## config.mk

```make
export PLATFORM = sky130hd
export DESIGN_NAME = bounded_queue_push_front_back
export DESIGN_NICKNAME = d
export VERILOG_FILES = /design/src/hdl/bqpfb_pkg.sv /design/src/hdl/bounded_queue_push_front_back.sv /design/src/hdl/bqpfb_ram.sv /design/src/hdl/bqpfb_ctrl.sv /design/src/hdl/bqpfb_acc.sv
export SDC_FILE = /design/constraint.sdc
export NUM_CORES = 2
export LEC_CHECK = 0
export BUFFER_PORTS_ARGS = -buffer_cell sky130_fd_sc_hd__buf_4
export CAP_MARGIN = 20
export CORE_ASPECT_RATIO = 0.9
export CORE_UTILIZATION = 40
export CTS_CLUSTER_SIZE = 16
export DETAILED_ROUTE_END_ITERATION = 8
export GPL_TIMING_DRIVEN = 0
export PLACE_DENSITY = 0.6
export SLEW_MARGIN = 10
export SYNTH_ARGS = -nofsm -noshare
export SYNTH_HDL_FRONTEND = slang
export SYNTH_HIERARCHICAL = 1
export SYNTH_SLANG_ARGS = --single-unit
```

## constraint.sdc

```tcl
create_clock -name clk -period 8.85 [get_ports clk]
set_clock_uncertainty 0.05 [all_clocks]
set_input_delay 0 -clock clk [delete_from_list [all_inputs] [get_ports clk]]
set_output_delay 0 -clock clk [all_outputs]
set_load 0.02 [all_outputs]
```

## src/hdl/bqpfb_pkg.sv

```systemverilog
// ----------------------------------------------------------------------------
// Bounded queue package
// Field widths, operation and status codes and the shared types of the
// bounded queue with push at the front and at the back.
// ----------------------------------------------------------------------------
package bqpfb_pkg;

    // Field widths of the stream items and the configuration register.
    localparam int OP_W       = 2;
    localparam int HANDLE_W   = 64;
    localparam int BYTES_W    = 16;
    localparam int STATUS_W   = 2;
    localparam int CAP_W      = 5;
    localparam int COUNT_W    = 5;
    localparam int TOTAL_W    = 20;
    localparam int IN_DATA_W  = HANDLE_W + BYTES_W;
    localparam int OUT_FILL_W = HANDLE_W + BYTES_W + COUNT_W + TOTAL_W;
    localparam int OUT_DATA_W = ((OUT_FILL_W + 7) / 8) * 8;
    localparam int OUT_PAD_W  = OUT_DATA_W - OUT_FILL_W;

    // Operation codes carried in the input tuser.
    localparam logic [OP_W-1:0] OP_APPEND = 2'd0;
    localparam logic [OP_W-1:0] OP_PUSH   = 2'd1;
    localparam logic [OP_W-1:0] OP_POP    = 2'd2;

    // Status codes carried in the output tuser.
    localparam logic [STATUS_W-1:0] ST_DONE  = 2'd0;
    localparam logic [STATUS_W-1:0] ST_FULL  = 2'd1;
    localparam logic [STATUS_W-1:0] ST_EMPTY = 2'd2;

    // One stored queue entry.
    typedef struct packed {
        logic [HANDLE_W-1:0] handle;
        logic [BYTES_W-1:0]  bytes;
    } entry_t;

    // Outcome of one item, handed from the control stage to the result stage.
    typedef struct packed {
        logic [STATUS_W-1:0] status;
        logic                add_ok;
        logic                pop_ok;
        logic [BYTES_W-1:0]  add_bytes;
    } step_ctl_t;

endpackage

```

## src/hdl/bounded_queue_push_front_back.sv

```systemverilog
// The queue takes one item per clock and returns one result item for each,
// after it passes the input register, the control stage with the store read
// and the result register; the store's registered read port sets the
// middle stage. The whole pipeline moves together, so while a result waits
// with m_tready low no new item is accepted. With m_tready high an item may
// be accepted every cycle. Entries that were never written are never returned.
// ----------------------------------------------------------------------------
// Bounded queue with push at the front and at the back
// Circular store of handle and byte-size entries with append, urgent push at
// the head and pop, a configurable entry limit and a running byte total.
// ----------------------------------------------------------------------------
module bounded_queue_push_front_back #(
    parameter int DEPTH = 16
) (
    input  logic                                clk,
    input  logic                                rst_n,
    // Configuration: capacity_limit.
    input  logic                                cfg_wr_en,
    input  logic [bqpfb_pkg::CAP_W-1:0]         cfg_wr_data,
    // Input items.
    input  logic                                s_tvalid,
    output logic                                s_tready,
    input  logic [bqpfb_pkg::IN_DATA_W-1:0]     s_tdata,   // entry_handle, entry_bytes
    input  logic [bqpfb_pkg::OP_W-1:0]          s_tuser,   // op
    // Result items.
    output logic                                m_tvalid,
    input  logic                                m_tready,
    output logic [bqpfb_pkg::OUT_DATA_W-1:0]    m_tdata,   // popped_handle, popped_bytes,
                                                           // entry_count, byte_total, zero fill
    output logic [bqpfb_pkg::STATUS_W-1:0]      m_tuser    // status
);

    import bqpfb_pkg::*;

    localparam int ADDR_W = $clog2(DEPTH);
    localparam int CW     = $clog2(DEPTH + 1);
    localparam int CNT_W  = (CW > COUNT_W) ? CW : COUNT_W;

    logic                capacity_limit_reg;
    logic [CAP_W-1:0]    cap_reg;
    logic                advance;
    logic                in_valid_reg;
    logic [OP_W-1:0]     in_op_reg;
    logic [HANDLE_W-1:0] in_handle_reg;
    logic [BYTES_W-1:0]  in_bytes_reg;
    logic                ram_wr_en;
    logic [ADDR_W-1:0]   ram_wr_addr;
    entry_t              ram_wr_data;
    logic [ADDR_W-1:0]   ram_rd_addr;
    entry_t              ram_rd_data;
    logic                stage_valid;
    step_ctl_t           stage_ctl;
    logic [CNT_W-1:0]    stage_count;
    logic [STATUS_W-1:0] out_status;
    logic [HANDLE_W-1:0] out_handle;
    logic [BYTES_W-1:0]  out_bytes;
    logic [COUNT_W-1:0]  out_count;
    logic [TOTAL_W-1:0]  out_total;

    // The pipeline moves when the result register is free or being taken.
    assign advance  = !m_tvalid || m_tready;
    assign s_tready = advance;

    // Capacity limit register; the flag marks that a nonzero limit has been written.
    always_ff @(posedge clk or negedge rst_n)
    begin
        if (!rst_n)
        begin
            cap_reg            <= '0;
            capacity_limit_reg <= 1'b0;
        end
        else if (cfg_wr_en)
        begin
            cap_reg            <= cfg_wr_data;
            capacity_limit_reg <= (cfg_wr_data != '0);
        end
    end

    // Input register valid.
    always_ff @(posedge clk or negedge rst_n)
    begin
        if (!rst_n)
        begin
            in_valid_reg <= 1'b0;
        end
        else if (advance)
        begin
            in_valid_reg <= s_tvalid;
        end
    end

    // Input register payload.
    always_ff @(posedge clk)
    begin
        if (advance && s_tvalid)
        begin
            in_op_reg     <= s_tuser;
            in_handle_reg <= s_tdata[HANDLE_W-1:0];
            in_bytes_reg  <= s_tdata[IN_DATA_W-1:HANDLE_W];
        end
    end

    // Control stage.
    bqpfb_ctrl #(
        .DEPTH (DEPTH)
    ) u_ctrl (
        .clk            (clk),
        .rst_n          (rst_n),
        .advance        (advance),
        .in_valid       (in_valid_reg),
        .in_op          (in_op_reg),
        .in_handle      (in_handle_reg),
        .in_bytes       (in_bytes_reg),
        .capacity_limit (capacity_limit_reg ? cap_reg : '0),
        .ram_wr_en      (ram_wr_en),
        .ram_wr_addr    (ram_wr_addr),
        .ram_wr_data    (ram_wr_data),
        .ram_rd_addr    (ram_rd_addr),
        .stage_valid    (stage_valid),
        .stage_ctl      (stage_ctl),
        .stage_count    (stage_count)
    );

    // Entry store.
    bqpfb_ram #(
        .WIDTH ($bits(entry_t)),
        .DEPTH (DEPTH)
    ) u_store (
        .clk     (clk),
        .wr_en   (ram_wr_en),
        .wr_addr (ram_wr_addr),
        .wr_data (ram_wr_data),
        .rd_en   (advance),
        .rd_addr (ram_rd_addr),
        .rd_data (ram_rd_data)
    );

    // Result stage.
    bqpfb_acc #(
        .DEPTH (DEPTH)
    ) u_acc (
        .clk         (clk),
        .rst_n       (rst_n),
        .advance     (advance),
        .stage_valid (stage_valid),
        .stage_ctl   (stage_ctl),
        .stage_count (stage_count),
        .rd_data     (ram_rd_data),
        .out_valid   (m_tvalid),
        .out_status  (out_status),
        .out_handle  (out_handle),
        .out_bytes   (out_bytes),
        .out_count   (out_count),
        .out_total   (out_total)
    );

    // Pack the result item.
    assign m_tuser = out_status;
    assign m_tdata = {{OUT_PAD_W{1'b0}}, out_total, out_count, out_bytes, out_handle};

endmodule

```

## src/hdl/bqpfb_ram.sv

```systemverilog
// ----------------------------------------------------------------------------
// Generic RAM
// One write port and one read port with registered read data.
// ----------------------------------------------------------------------------
module bqpfb_ram #(
    parameter int   WIDTH  = 80,
    parameter int   DEPTH  = 16,
    localparam int  ADDR_W = $clog2(DEPTH)
) (
    input  logic              clk,
    input  logic              wr_en,
    input  logic [ADDR_W-1:0] wr_addr,
    input  logic [WIDTH-1:0]  wr_data,
    input  logic              rd_en,
    input  logic [ADDR_W-1:0] rd_addr,
    output logic [WIDTH-1:0]  rd_data
);

    logic [WIDTH-1:0] mem [DEPTH];
    logic [WIDTH-1:0] rd_data_reg;

    // Write port and registered read port.
    always_ff @(posedge clk)
    begin
        if (wr_en)
        begin
            mem[wr_addr] <= wr_data;
        end
        if (rd_en)
        begin
            rd_data_reg <= mem[rd_addr];
        end
    end

    assign rd_data = rd_data_reg;

endmodule

```

## src/hdl/bqpfb_ctrl.sv

```systemverilog
// ----------------------------------------------------------------------------
// Queue control stage
// Holds the head pointer and entry count, decides each item's outcome and
// drives the store's write port and head read address.
// ----------------------------------------------------------------------------
module bqpfb_ctrl #(
    parameter int  DEPTH  = 16,
    localparam int ADDR_W = $clog2(DEPTH),
    localparam int CW     = $clog2(DEPTH + 1),
    localparam int CNT_W  = (CW > bqpfb_pkg::COUNT_W) ? CW : bqpfb_pkg::COUNT_W
) (
    input  logic                              clk,
    input  logic                              rst_n,
    input  logic                              advance,
    input  logic                              in_valid,
    input  logic [bqpfb_pkg::OP_W-1:0]        in_op,
    input  logic [bqpfb_pkg::HANDLE_W-1:0]    in_handle,
    input  logic [bqpfb_pkg::BYTES_W-1:0]     in_bytes,
    input  logic [bqpfb_pkg::CAP_W-1:0]       capacity_limit,
    output logic                              ram_wr_en,
    output logic [ADDR_W-1:0]                 ram_wr_addr,
    output bqpfb_pkg::entry_t                 ram_wr_data,
    output logic [ADDR_W-1:0]                 ram_rd_addr,
    output logic                              stage_valid,
    output bqpfb_pkg::step_ctl_t              stage_ctl,
    output logic [CNT_W-1:0]                  stage_count
);

    import bqpfb_pkg::*;

    localparam logic [ADDR_W:0]   DEPTH_SUM = (ADDR_W + 1)'(DEPTH);
    localparam logic [CNT_W-1:0]  DEPTH_CNT = CNT_W'(DEPTH);
    localparam logic [ADDR_W-1:0] LAST_SLOT = ADDR_W'(DEPTH - 1);

    logic [ADDR_W-1:0] head_reg;
    logic [ADDR_W-1:0] head_next;
    logic [CNT_W-1:0]  count_reg;
    logic [CNT_W-1:0]  count_next;
    logic              stage_valid_reg;
    step_ctl_t         stage_ctl_reg;
    step_ctl_t         ctl_next;
    logic [CNT_W-1:0]  cap_ext;
    logic              is_full;
    logic [ADDR_W:0]   tail_sum;
    logic [ADDR_W-1:0] tail_slot;
    logic [ADDR_W-1:0] front_slot;
    logic [ADDR_W-1:0] after_head;
    logic [ADDR_W-1:0] wr_slot;

    // Slot arithmetic around the circular store.
    always_comb
    begin
        cap_ext    = CNT_W'(capacity_limit);
        is_full    = (count_reg >= DEPTH_CNT) ||
                     ((capacity_limit != '0) && (count_reg >= cap_ext));
        tail_sum   = {1'b0, head_reg} + (ADDR_W + 1)'(count_reg);
        tail_slot  = (tail_sum >= DEPTH_SUM) ? ADDR_W'(tail_sum - DEPTH_SUM)
                                             : tail_sum[ADDR_W-1:0];
        front_slot = (head_reg == '0) ? LAST_SLOT : head_reg - 1'b1;
        after_head = (head_reg == LAST_SLOT) ? '0 : head_reg + 1'b1;
    end

    // Decide the outcome of the item in the input register.
    always_comb
    begin
        ctl_next.status    = ST_DONE;
        ctl_next.add_ok    = 1'b0;
        ctl_next.pop_ok    = 1'b0;
        ctl_next.add_bytes = in_bytes;
        head_next          = head_reg;
        count_next         = count_reg;
        wr_slot            = tail_slot;
        unique case (in_op)
            OP_APPEND:
            begin
                if (is_full)
                begin
                    ctl_next.status = ST_FULL;
                end
                else
                begin
                    ctl_next.add_ok = 1'b1;
                    count_next      = count_reg + 1'b1;
                end
            end
            OP_PUSH:
            begin
                wr_slot = front_slot;
                if (is_full)
                begin
                    ctl_next.status = ST_FULL;
                end
                else
                begin
                    ctl_next.add_ok = 1'b1;
                    head_next       = front_slot;
                    count_next      = count_reg + 1'b1;
                end
            end
            OP_POP:
            begin
                if (count_reg == '0)
                begin
                    ctl_next.status = ST_EMPTY;
                end
                else
                begin
                    ctl_next.pop_ok = 1'b1;
                    head_next       = after_head;
                    count_next      = count_reg - 1'b1;
                end
            end
            default:
            begin
            end
        endcase
    end

    // Store access: write the added entry, read at the current head.
    assign ram_wr_en          = advance && in_valid && ctl_next.add_ok;
    assign ram_wr_addr        = wr_slot;
    assign ram_wr_data.handle = in_handle;
    assign ram_wr_data.bytes  = in_bytes;
    assign ram_rd_addr        = head_reg;

    // Queue pointers and stage valid.
    always_ff @(posedge clk or negedge rst_n)
    begin
        if (!rst_n)
        begin
            head_reg        <= '0;
            count_reg       <= '0;
            stage_valid_reg <= 1'b0;
        end
        else if (advance)
        begin
            stage_valid_reg <= in_valid;
            if (in_valid)
            begin
                head_reg  <= head_next;
                count_reg <= count_next;
            end
        end
    end

    // Outcome travels with the read data into the result stage.
    always_ff @(posedge clk)
    begin
        if (advance && in_valid)
        begin
            stage_ctl_reg <= ctl_next;
        end
    end

    assign stage_valid = stage_valid_reg;
    assign stage_ctl   = stage_ctl_reg;
    assign stage_count = count_reg;

    // The count never goes past the store depth.
    assert property (@(posedge clk) disable iff (!rst_n) count_reg <= DEPTH_CNT)
        else $error("entry count exceeds store depth");

    // An item never both adds and pops.
    assert property (@(posedge clk) disable iff (!rst_n)
        !(ctl_next.add_ok && ctl_next.pop_ok))
        else $error("item both adds and pops");

    // An accepted add raises the count by one.
    assert property (@(posedge clk) disable iff (!rst_n)
        (advance && in_valid && ctl_next.add_ok) |=>
        (count_reg == $past(count_reg) + 1'b1))
        else $error("add did not raise the entry count");

endmodule

```

## src/hdl/bqpfb_acc.sv

```systemverilog
// ----------------------------------------------------------------------------
// Queue result stage
// Keeps the running byte total and registers the result item.
// ----------------------------------------------------------------------------
module bqpfb_acc #(
    parameter int  DEPTH = 16,
    localparam int CW    = $clog2(DEPTH + 1),
    localparam int CNT_W = (CW > bqpfb_pkg::COUNT_W) ? CW : bqpfb_pkg::COUNT_W,
    localparam int SUM_W = bqpfb_pkg::BYTES_W + CW,
    localparam int TOT_W = (SUM_W > bqpfb_pkg::TOTAL_W) ? SUM_W : bqpfb_pkg::TOTAL_W
) (
    input  logic                              clk,
    input  logic                              rst_n,
    input  logic                              advance,
    input  logic                              stage_valid,
    input  bqpfb_pkg::step_ctl_t              stage_ctl,
    input  logic [CNT_W-1:0]                  stage_count,
    input  bqpfb_pkg::entry_t                 rd_data,
    output logic                              out_valid,
    output logic [bqpfb_pkg::STATUS_W-1:0]    out_status,
    output logic [bqpfb_pkg::HANDLE_W-1:0]    out_handle,
    output logic [bqpfb_pkg::BYTES_W-1:0]     out_bytes,
    output logic [bqpfb_pkg::COUNT_W-1:0]     out_count,
    output logic [bqpfb_pkg::TOTAL_W-1:0]     out_total
);

    import bqpfb_pkg::*;

    logic [TOT_W-1:0]    bytes_held_reg;
    logic [TOT_W-1:0]    bytes_held_next;
    logic [BYTES_W-1:0]  add_val;
    logic [BYTES_W-1:0]  pop_bytes;
    logic [HANDLE_W-1:0] pop_handle;
    logic                out_valid_reg;
    logic [STATUS_W-1:0] out_status_reg;
    logic [HANDLE_W-1:0] out_handle_reg;
    logic [BYTES_W-1:0]  out_bytes_reg;
    logic [COUNT_W-1:0]  out_count_reg;
    logic [TOTAL_W-1:0]  out_total_reg;

    // Popped entry is zero unless the pop succeeded; update the byte total.
    always_comb
    begin
        add_val         = stage_ctl.add_ok ? stage_ctl.add_bytes : '0;
        pop_bytes       = stage_ctl.pop_ok ? rd_data.bytes : '0;
        pop_handle      = stage_ctl.pop_ok ? rd_data.handle : '0;
        bytes_held_next = bytes_held_reg + TOT_W'(add_val) - TOT_W'(pop_bytes);
    end

    // Byte total and result valid.
    always_ff @(posedge clk or negedge rst_n)
    begin
        if (!rst_n)
        begin
            bytes_held_reg <= '0;
            out_valid_reg  <= 1'b0;
        end
        else if (advance)
        begin
            out_valid_reg <= stage_valid;
            if (stage_valid)
            begin
                bytes_held_reg <= bytes_held_next;
            end
        end
    end

    // Result item payload.
    always_ff @(posedge clk)
    begin
        if (advance && stage_valid)
        begin
            out_status_reg <= stage_ctl.status;
            out_handle_reg <= pop_handle;
            out_bytes_reg  <= pop_bytes;
            out_count_reg  <= stage_count[COUNT_W-1:0];
            out_total_reg  <= bytes_held_next[TOTAL_W-1:0];
        end
    end

    assign out_valid  = out_valid_reg;
    assign out_status = out_status_reg;
    assign out_handle = out_handle_reg;
    assign out_bytes  = out_bytes_reg;
    assign out_count  = out_count_reg;
    assign out_total  = out_total_reg;

    // A failed operation returns no entry.
    assert property (@(posedge clk) disable iff (!rst_n)
        (out_valid_reg && (out_status_reg != ST_DONE)) |->
        ((out_handle_reg == '0) && (out_bytes_reg == '0)))
        else $error("failed operation returned an entry");

    // An empty pop reports an empty queue.
    assert property (@(posedge clk) disable iff (!rst_n)
        (out_valid_reg && (out_status_reg == ST_EMPTY)) |->
        ((out_count_reg == '0) && (out_total_reg == '0)))
        else $error("empty pop reported held entries");

endmodule
```

# Yosys cells after proc, flatten, opt, wreduce, memory -nomap -nowiden
# Memories as Yosys holds them, arrays and structs flattened. A register that Yosys moved wholly into a read port is not among the register bits.
# Cells that the tools add are included.
[classes] add_sub_neg=8 multipliers=0 n_div=0 order_cmp=3 eq_ne=6 shifts=0 muxes=21 bitwise_logic=0 n_reduce_logical=19
[op_table] op="$mux 16" count=2
[op_table] op="$mux 4" count=6
[op_table] op="$add 21x16->21" count=1
[op_table] op="$sub 21x16->21" count=1
[op_table] op="$mux 5" count=3
[op_table] op="$ge 5x5->1 const B" count=2
[op_table] op="$pmux 5 s2" count=1
[op_table] op="$reduce_and 5->1" count=2
[op_table] op="$reduce_bool 5->1" count=2
[op_table] op="$pmux 4 s2" count=1
[op_table] op="$sub 4x1->4 const B" count=2
[op_table] op="$mux 1" count=6
[op_table] op="$ne 2x2->1 const B" count=3
[op_table] op="$add 4x5->5" count=1
[op_table] op="$add 5x1->5 const B" count=1
[op_table] op="$ge 5x5->1" count=1
[op_table] op="$logic_and 1x1->1" count=5
[op_table] op="$logic_not 5->1" count=1
[op_table] op="$sub 5x1->5 const B" count=1
[op_table] op="$add 4x1->4 const B" count=1
[op_table] op="$eq 4x4->1 const B" count=1
[op_table] op="$logic_not 4->1" count=1
[op_table] op="$pmux 2 s2" count=1
[op_table] op="$reduce_bool 2->1" count=2
[op_table] op="other kinds (8)" count=9
[word_totals] register_bits=248 latchBits=0 ram_bits=1280 mem_bits_ro=0 output_inout_bits=116 memories=1
[mem_list] name="u_store.mem" words=16 width=80 read_ports=1 rd_clocked_by_memory_dff=1 write_ports=1 line_no="bqpfb_ram.sv:19" rtl="logic [WIDTH-1:0] mem [DEPTH];"

# Logic depth before layout (Yosys ltp)
[depth] word_depth=9 mapped_depth=14

# By module
# The synthesis kept the hierarchy.
[modules_own_cells] mod="bqpfb_ram" instances=1 cells_per_inst=2054 area_each_um2=50223.2 seq_area_each_um2=40839.2
[modules_own_cells] mod="bqpfb_acc" instances=1 cells_per_inst=467 area_each_um2=6028.3 seq_area_each_um2=3738.6
[modules_own_cells] mod="bounded_queue_push_front_back" instances=1 cells_per_inst=115 area_each_um2=2866.5 seq_area_each_um2=2637.5
[modules_own_cells] mod="bqpfb_ctrl" instances=1 cells_per_inst=220 area_each_um2=2284.7 seq_area_each_um2=850.8

# Worst setup path before layout
# No wires, ideal clock.
[synth_path] kind="flip-flop to flip-flop" from="register u_acc.out_valid_reg, in the netlist u_acc/out_valid" to="memory u_store.mem[0][0], enable pin" arrival_ns=7.654 t_required_ns=8.183 path_slack_ns=0.529 path_stages_with_launch=7 path_cell_list="dfrtp_1 nand2b_4 nand2_1 nor2_1 and2_1 or3b_2 nor3_1"
[synth_via] elab_chain_len=6
[synth_lines] item="from (decl)" line_no="bqpfb_acc.sv:34" rtl="logic out_valid_reg;"
[synth_lines] item="from (signal assigned)" line_no="bqpfb_acc.sv:60" rtl="out_valid_reg <= stage_valid;"
[synth_lines] item="$logic_not 1->1" line_no="bounded_queue_push_front_back.sv:61" rtl="assign advance = !m_tvalid || m_tready;"
[synth_lines] item="$logic_or 1x1->1" line_no="bounded_queue_push_front_back.sv:61"
[synth_lines] item="named net s_tready" line_no="bounded_queue_push_front_back.sv:22" rtl="output logic s_tready,"
[synth_lines] item="$logic_and 1x1->1 (2 in series)" line_no="bqpfb_ctrl.sv:120" rtl="assign ram_wr_en = advance && in_valid && ctl_next.add_ok;"
[synth_lines] item="named net ram_wr_en" line_no="bounded_queue_push_front_back.sv:46" rtl="logic ram_wr_en;"
[synth_lines] item="$mux 1" line_no="bqpfb_ram.sv:25" rtl="if (wr_en)"
[synth_lines] item="$mux 1 (implied by the code)" line_no="bqpfb_ram.sv:27" rtl="mem[wr_addr] <= wr_data;"
[synth_lines] item="to (decl)" line_no="bqpfb_ram.sv:19"
# The timed path passes the listed nets, and every way through them passes these cells.

# Worst setup path in the final report
[layout_path] from="register capacity_limit_reg" to="memory u_store.mem[4][35], enable pin"
[layout_via] elab_chain_len=9 elab_cells_between_ends=10
[layout_lines] item="from (decl)" line_no="bounded_queue_push_front_back.sv:39" rtl="logic capacity_limit_reg;"
[layout_lines] item="from (signal assigned)" line_no="bounded_queue_push_front_back.sv:75" rtl="capacity_limit_reg <= (cfg_wr_data != '0);"
[layout_lines] item="$mux 5 *" line_no="bounded_queue_push_front_back.sv:114" rtl=".capacity_limit (capacity_limit_reg ? cap_reg : '0),"
[layout_lines] item="$ge 5x5->1 or $reduce_bool 5->1 (tied branches)" line_no="bqpfb_ctrl.sv:55" rtl="((capacity_limit != '0) && (count_reg >= cap_ext));"
[layout_lines] item="$logic_and 1x1->1 *" line_no="bqpfb_ctrl.sv:55"
[layout_lines] item="$logic_or 1x1->1 *" line_no="bqpfb_ctrl.sv:54" rtl="is_full = (count_reg >= DEPTH_CNT) ||"
[layout_lines] item="$mux 1 *" line_no="bqpfb_ctrl.sv:76, bqpfb_ctrl.sv:89"
[layout_lines] item="$mux 1 *"
[layout_lines] item="$logic_and 1x1->1 *" line_no="bqpfb_ctrl.sv:120"
[layout_lines] item="named net ram_wr_en" line_no="bounded_queue_push_front_back.sv:46"
[layout_lines] item="$mux 1 *" line_no="bqpfb_ram.sv:25"
[layout_lines] item="$mux 1 (implied by the code) *" line_no="bqpfb_ram.sv:27"
# The timed path passes the listed nets; every way through them passes the cells marked *.

==> results.md <==
CTS:
- The post-CTS repair timing setup buffer count is 0.
- The total clock sinks is ~1600.
- The root buffer selected by CTS is sky130_fd_sc_hd__clkbuf_16.
- Clock latency on the worst-skew pair, taken at its later pin, is between 700 and 800 ps.
- Clock-pin slew was measured on the worst setup and hold paths at 70 ps.
- No sink is reached through more buffers than the 3 on the longest clock path.
- The clock tree from TritonCTS is done.
- The number of buffers created by CTS is approximately 160.
- The count of H-tree levels built during CTS is 4.

STA:
- The final count of pins violating max slew is 0.
- The worst hold slack is between 150 and 200 ps.
- The slew at the pin closest to its max-slew limit is roughly 1100 ps.
- The hold violation total from the final report is 0.
- Setup repair after global routing left no endpoint under its margin.
- Subtracting the final worst setup slack from the clock period gives 4603 ps.
- In this run the tightest slew margin relative to its limit is 0.2546.
- The final-report setup violation count is 0.
- The final setup slack of the worst path is 4247 ps.
- The final clock period utilization by the worst path is 0.5201.
- The maximum frequency from static timing analysis is 217.2 MHz.

Cells and area:
- The count of fill cells added during filler insertion is 12340.
- Leaving out fill and tap cells, the most frequent cells in the layout are sky130_fd_sc_hd__edfxtp_1, sky130_fd_sc_hd__buf_4, sky130_fd_sc_hd__mux4_2, sky130_fd_sc_hd__dlygate4sd3_1, sky130_fd_sc_hd__clkbuf_16.
- The count of non-filler cells in the finished layout is 5658.
- The leading cell type in the layout, fill and taps excluded is sky130_fd_sc_hd__edfxtp_1.
- At the end of the flow the core is filled with cells to 0.4879.
- The flip-flop count of the largest register after layout is between 1000 and 1500.
- From synthesis to final layout, the design area changed by 21.15%.
- At the end of the flow, the number of nets in the layout was 3663.
- The share of layout cells above drive strength 1 is 0.2845.

Pwr:
- The switching power total is a little under 0.008 W.
- The share of total power dissipated in sequential elements is 0.410.
- The part of the total power dissipated in the clock network is 0.276.
- The worst-case IR drop observed on VDD is ~0.00018 V.
- Internal power comes to between 0.015 and 0.02 W.
- The combinational fraction of design power is 0.314.
- The switching power as a share of total power is 0.3177.
- Dividing total power by cell area gives a power density of 326.1 nW/um^2.
- The leakage power total is 24.97 nW.

Synthesis:
- The area fraction of the dominant cell type after synthesis is 0.7673.
- The total of flip-flops plus latches after synthesis is around 1600.
- Of the total synthesized cell area, the portion taken by XOR and XNOR cells is 0.003994.
- The portion of netlist area occupied by mux cells is 0.1213.
- The async set or reset register ratio after synthesis is 0.02365.
- Synthesis instantiated 65 different standard cells from the library.
- By area, the combinational part of the netlist is dominated by multiplexers.
- The compound-gate portion of the synthesized area is 0.03036.
- Of the total synthesized cell area, the portion taken by AND, OR, NAND and NOR gates is 0.02415.
- For this run, the register share of the synthesized area comes to 0.7828.
- Counting every instance in the synthesized netlist gives approximately 2900.
- Among all flip-flop cells after synthesis, the most frequent one is sky130_fd_sc_hd__edfxtp_1.
- The Yosys warning count is 6.
- sky130_fd_sc_hd__edfxtp_1 takes more of the synthesized area than any other cell.
- Each instance of the synthesized netlist takes up on average 21.50 sq um.
- The synthesized-area fraction occupied by adder cells is 0.01259.
- The number of enable flip-flop cells after synthesis is roughly 1600.
- Summing every instance area after synthesis gives 61400 sq um.
- By area the synthesized netlist is led by sky130_fd_sc_hd__edfxtp_1, sky130_fd_sc_hd__mux4_2, sky130_fd_sc_hd__a22oi_1, sky130_fd_sc_hd__dfrtp_1, sky130_fd_sc_hd__buf_4.

Placed design:
- The detailed placer's ending HPWL is roughly 92000 um.
- Prior to clock tree synthesis, the placed netlist has a worst setup slack of approximately 4300 ps.
- The weighted congestion at the end of routability-driven global placement is just under 0.8.
- In this run the tool buffered the top-level ports with between 150 and 200 buffer cells.
- The number of instances in the placed design is between 5000 and 6000.

Die:
- In this run the core area contains between 100 and 150 standard-cell rows.
- The x dimension of the die is roughly 410 um.
- The initial cell density of the core is 0.4027.
- For this design the top-level I/O count stands at 208.
- In this run the vertical extent of the chip is about 370 um.
- The core region area is about 150000 sq um.
- The die footprint is between 150000 and 200000 sq um.

Route:
- The routed wire length is 143900 um.
- The total number of vias is about 30000.
- The iteration count of the initial detailed-routing pass is 7.
- The detailed-route vias per instance is approximately 5.3.
- The violation count after the first detailed-route iteration is slightly below 3000.
- In the final routed layout, each cell accounts on average for roughly 25 um.
- The remaining antenna violation count is 0.
- The number of remaining DRC errors is 2.

Global route:
- The number of antenna violations at the first check in global routing is 2.
- The number of global-route vias before repair is around 31000.
- The residual overflow from global routing is 0.
- The overall routing resource usage is 0.1868.
- The largest net degree at the start of global routing is 46.
- The first global-routing pass estimated 210900 um of wire.

Run status:
- The checks that failed: design-rule violations.
- The run finished, with violations left.

Hold path:
- In this run the worst hold path is classified as in2reg.
- The launch instance of the worst min-delay path is m_tready.

Worst setup path:
- The worst setup path is launched from a flip-flop.
- The required arrival time at the worst endpoint is ~9300 ps.
- The worst register-to-register path begins at capacity_limit_reg$_DFFE_PN0P_.
- STA classifies the critical path endpoint as a flip-flop.
- The data arrival time at the worst-slack endpoint is between 5000 and 6000 ps.
- The startpoint of the worst setup timing path is capacity_limit_reg$_DFFE_PN0P_.
- The highest fanout seen on the critical path is 9.
- The critical path in this run is classified as reg2reg.

Run:
- The number of violations of the max-capacitance limit is 0.
-- cells by family after synthesis --
kind of cell,Yosys count
simple gates,295
xor+xnor,28
mux,339
other cells,1
compound gates,259
fa+ha+maj,51
buf+inv,276
flops,1607
-- worst paths after layout --
kind	cells after the start	to	slack, ps
max	15	u_store/mem[4][35]$_DFFE_PP_	4250
min	4	u_acc/out_valid$_DFFE_PN0P_	150
max reg2reg	15	u_store/mem[4][35]$_DFFE_PP_	4250
min reg2reg	0	u_acc/out_status[0]$_DFFE_PP_	370
max in group asynchronous	4	u_acc/bytes_held_reg[18]$_DFFE_PN0P_	8300
min in group asynchronous	4	cap_reg[2]$_DFFE_PN0P_	200
-- worst max-delay path: stages, from the launching register on --
cell	delay [ps]
sky130_fd_sc_hd__dfrtp_1	400
sky130_fd_sc_hd__and2_1	160
sky130_fd_sc_hd__inv_1	70
sky130_fd_sc_hd__ha_1	300
sky130_fd_sc_hd__a211oi_1	240
sky130_fd_sc_hd__o211ai_1	240
sky130_fd_sc_hd__nand2_1	220
sky130_fd_sc_hd__and2_1	250
sky130_fd_sc_hd__nand3b_1	320
sky130_fd_sc_hd__nor3_2	720
sky130_fd_sc_hd__buf_6	260
sky130_fd_sc_hd__buf_4	230
sky130_fd_sc_hd__buf_6	180
sky130_fd_sc_hd__buf_8	150
sky130_fd_sc_hd__buf_4	220
sky130_fd_sc_hd__buf_4	230
-- power by group through the flow --
stage	clock network [W]	registers (W)	logic (W)
final	0.00670	0.00996	0.00761
after global routing	0.00711	0.0100	0.00822
after CTS	0.00686	0.00998	0.00770
after detailed placement	0	0.0101	0.00761
after global placement	0	0.0103	0.00732
after floorplan	0	0.0103	0.00473
-- synth_stat cells (all sizes together) (4+ instances only) --
| library cell | number |
|---|---|
| buf | 156 |
| o21a | 7 |
| nand2 | 127 |
| mux4 | 320 |
| a21o | 10 |
| nand3 | 6 |
| a31oi | 5 |
| xor2 | 8 |
| and2 | 88 |
| ha | 33 |
| nor3 | 10 |
| nor2 | 31 |
| o211ai | 6 |
| xnor2 | 20 |
| o21ai | 28 |
| nand4 | 4 |
| edfxtp | 1569 |
| a21oi | 27 |
| clkbuf | 54 |
| nor2b | 6 |
| inv | 65 |
| mux2 | 16 |
| dfrtp | 38 |
| fa | 18 |
| or4 | 4 |
| a22oi | 160 |
| nand2b | 7 |
-- timing repair --
item                                   in CTS  in global routing
endpoints found under the hold margin     261                  0
hold buffers                              185                  0
resized for setup                           0                  0
setup endpoints to repair                   0                  0
-- metrics by stage --
stage	setup TNS [ps]	total power, W	area (sq um)
2_1_floorplan	0	0.01507	61430
3_3_place_gp	-4498780	0.01761	65420
3_5_place_dp	0	0.01774	67310
4_1_cts	0	0.02453	74360
5_1_grt	0	0.02537	74390
6_report	0	0.02426	74390
-- layer usage --
layer	vias up	routed length, um	GRT usage
li1	12930	-	-
met1	15730	62080	0.2591
met2	958	69230	0.3007
met3	241	8893	0.03548
met4	0	3679	0.05472
met5	-	0	0
-- area by class of cell --
| cell class | instances | area, sq um | share of cell area |
|---|---|---|---|
| diodes | 2 | 5.005 | 0.00006728 |
| well taps | 2001 | 2504 | 0.03366 |
| plain buffers | 210 | 1272 | 0.01711 |
| flip-flops and latches | 1607 | 48070 | 0.6461 |
| clock inverters | 99 | 905.9 | 0.01218 |
| repair buffers | 492 | 5165 | 0.06943 |
| multi-input cells | 979 | 11960 | 0.1607 |
| clock buffers | 202 | 4268 | 0.05737 |
| inverters | 66 | 247.7 | 0.003330 |
Power figures use the tool's default switching activity.
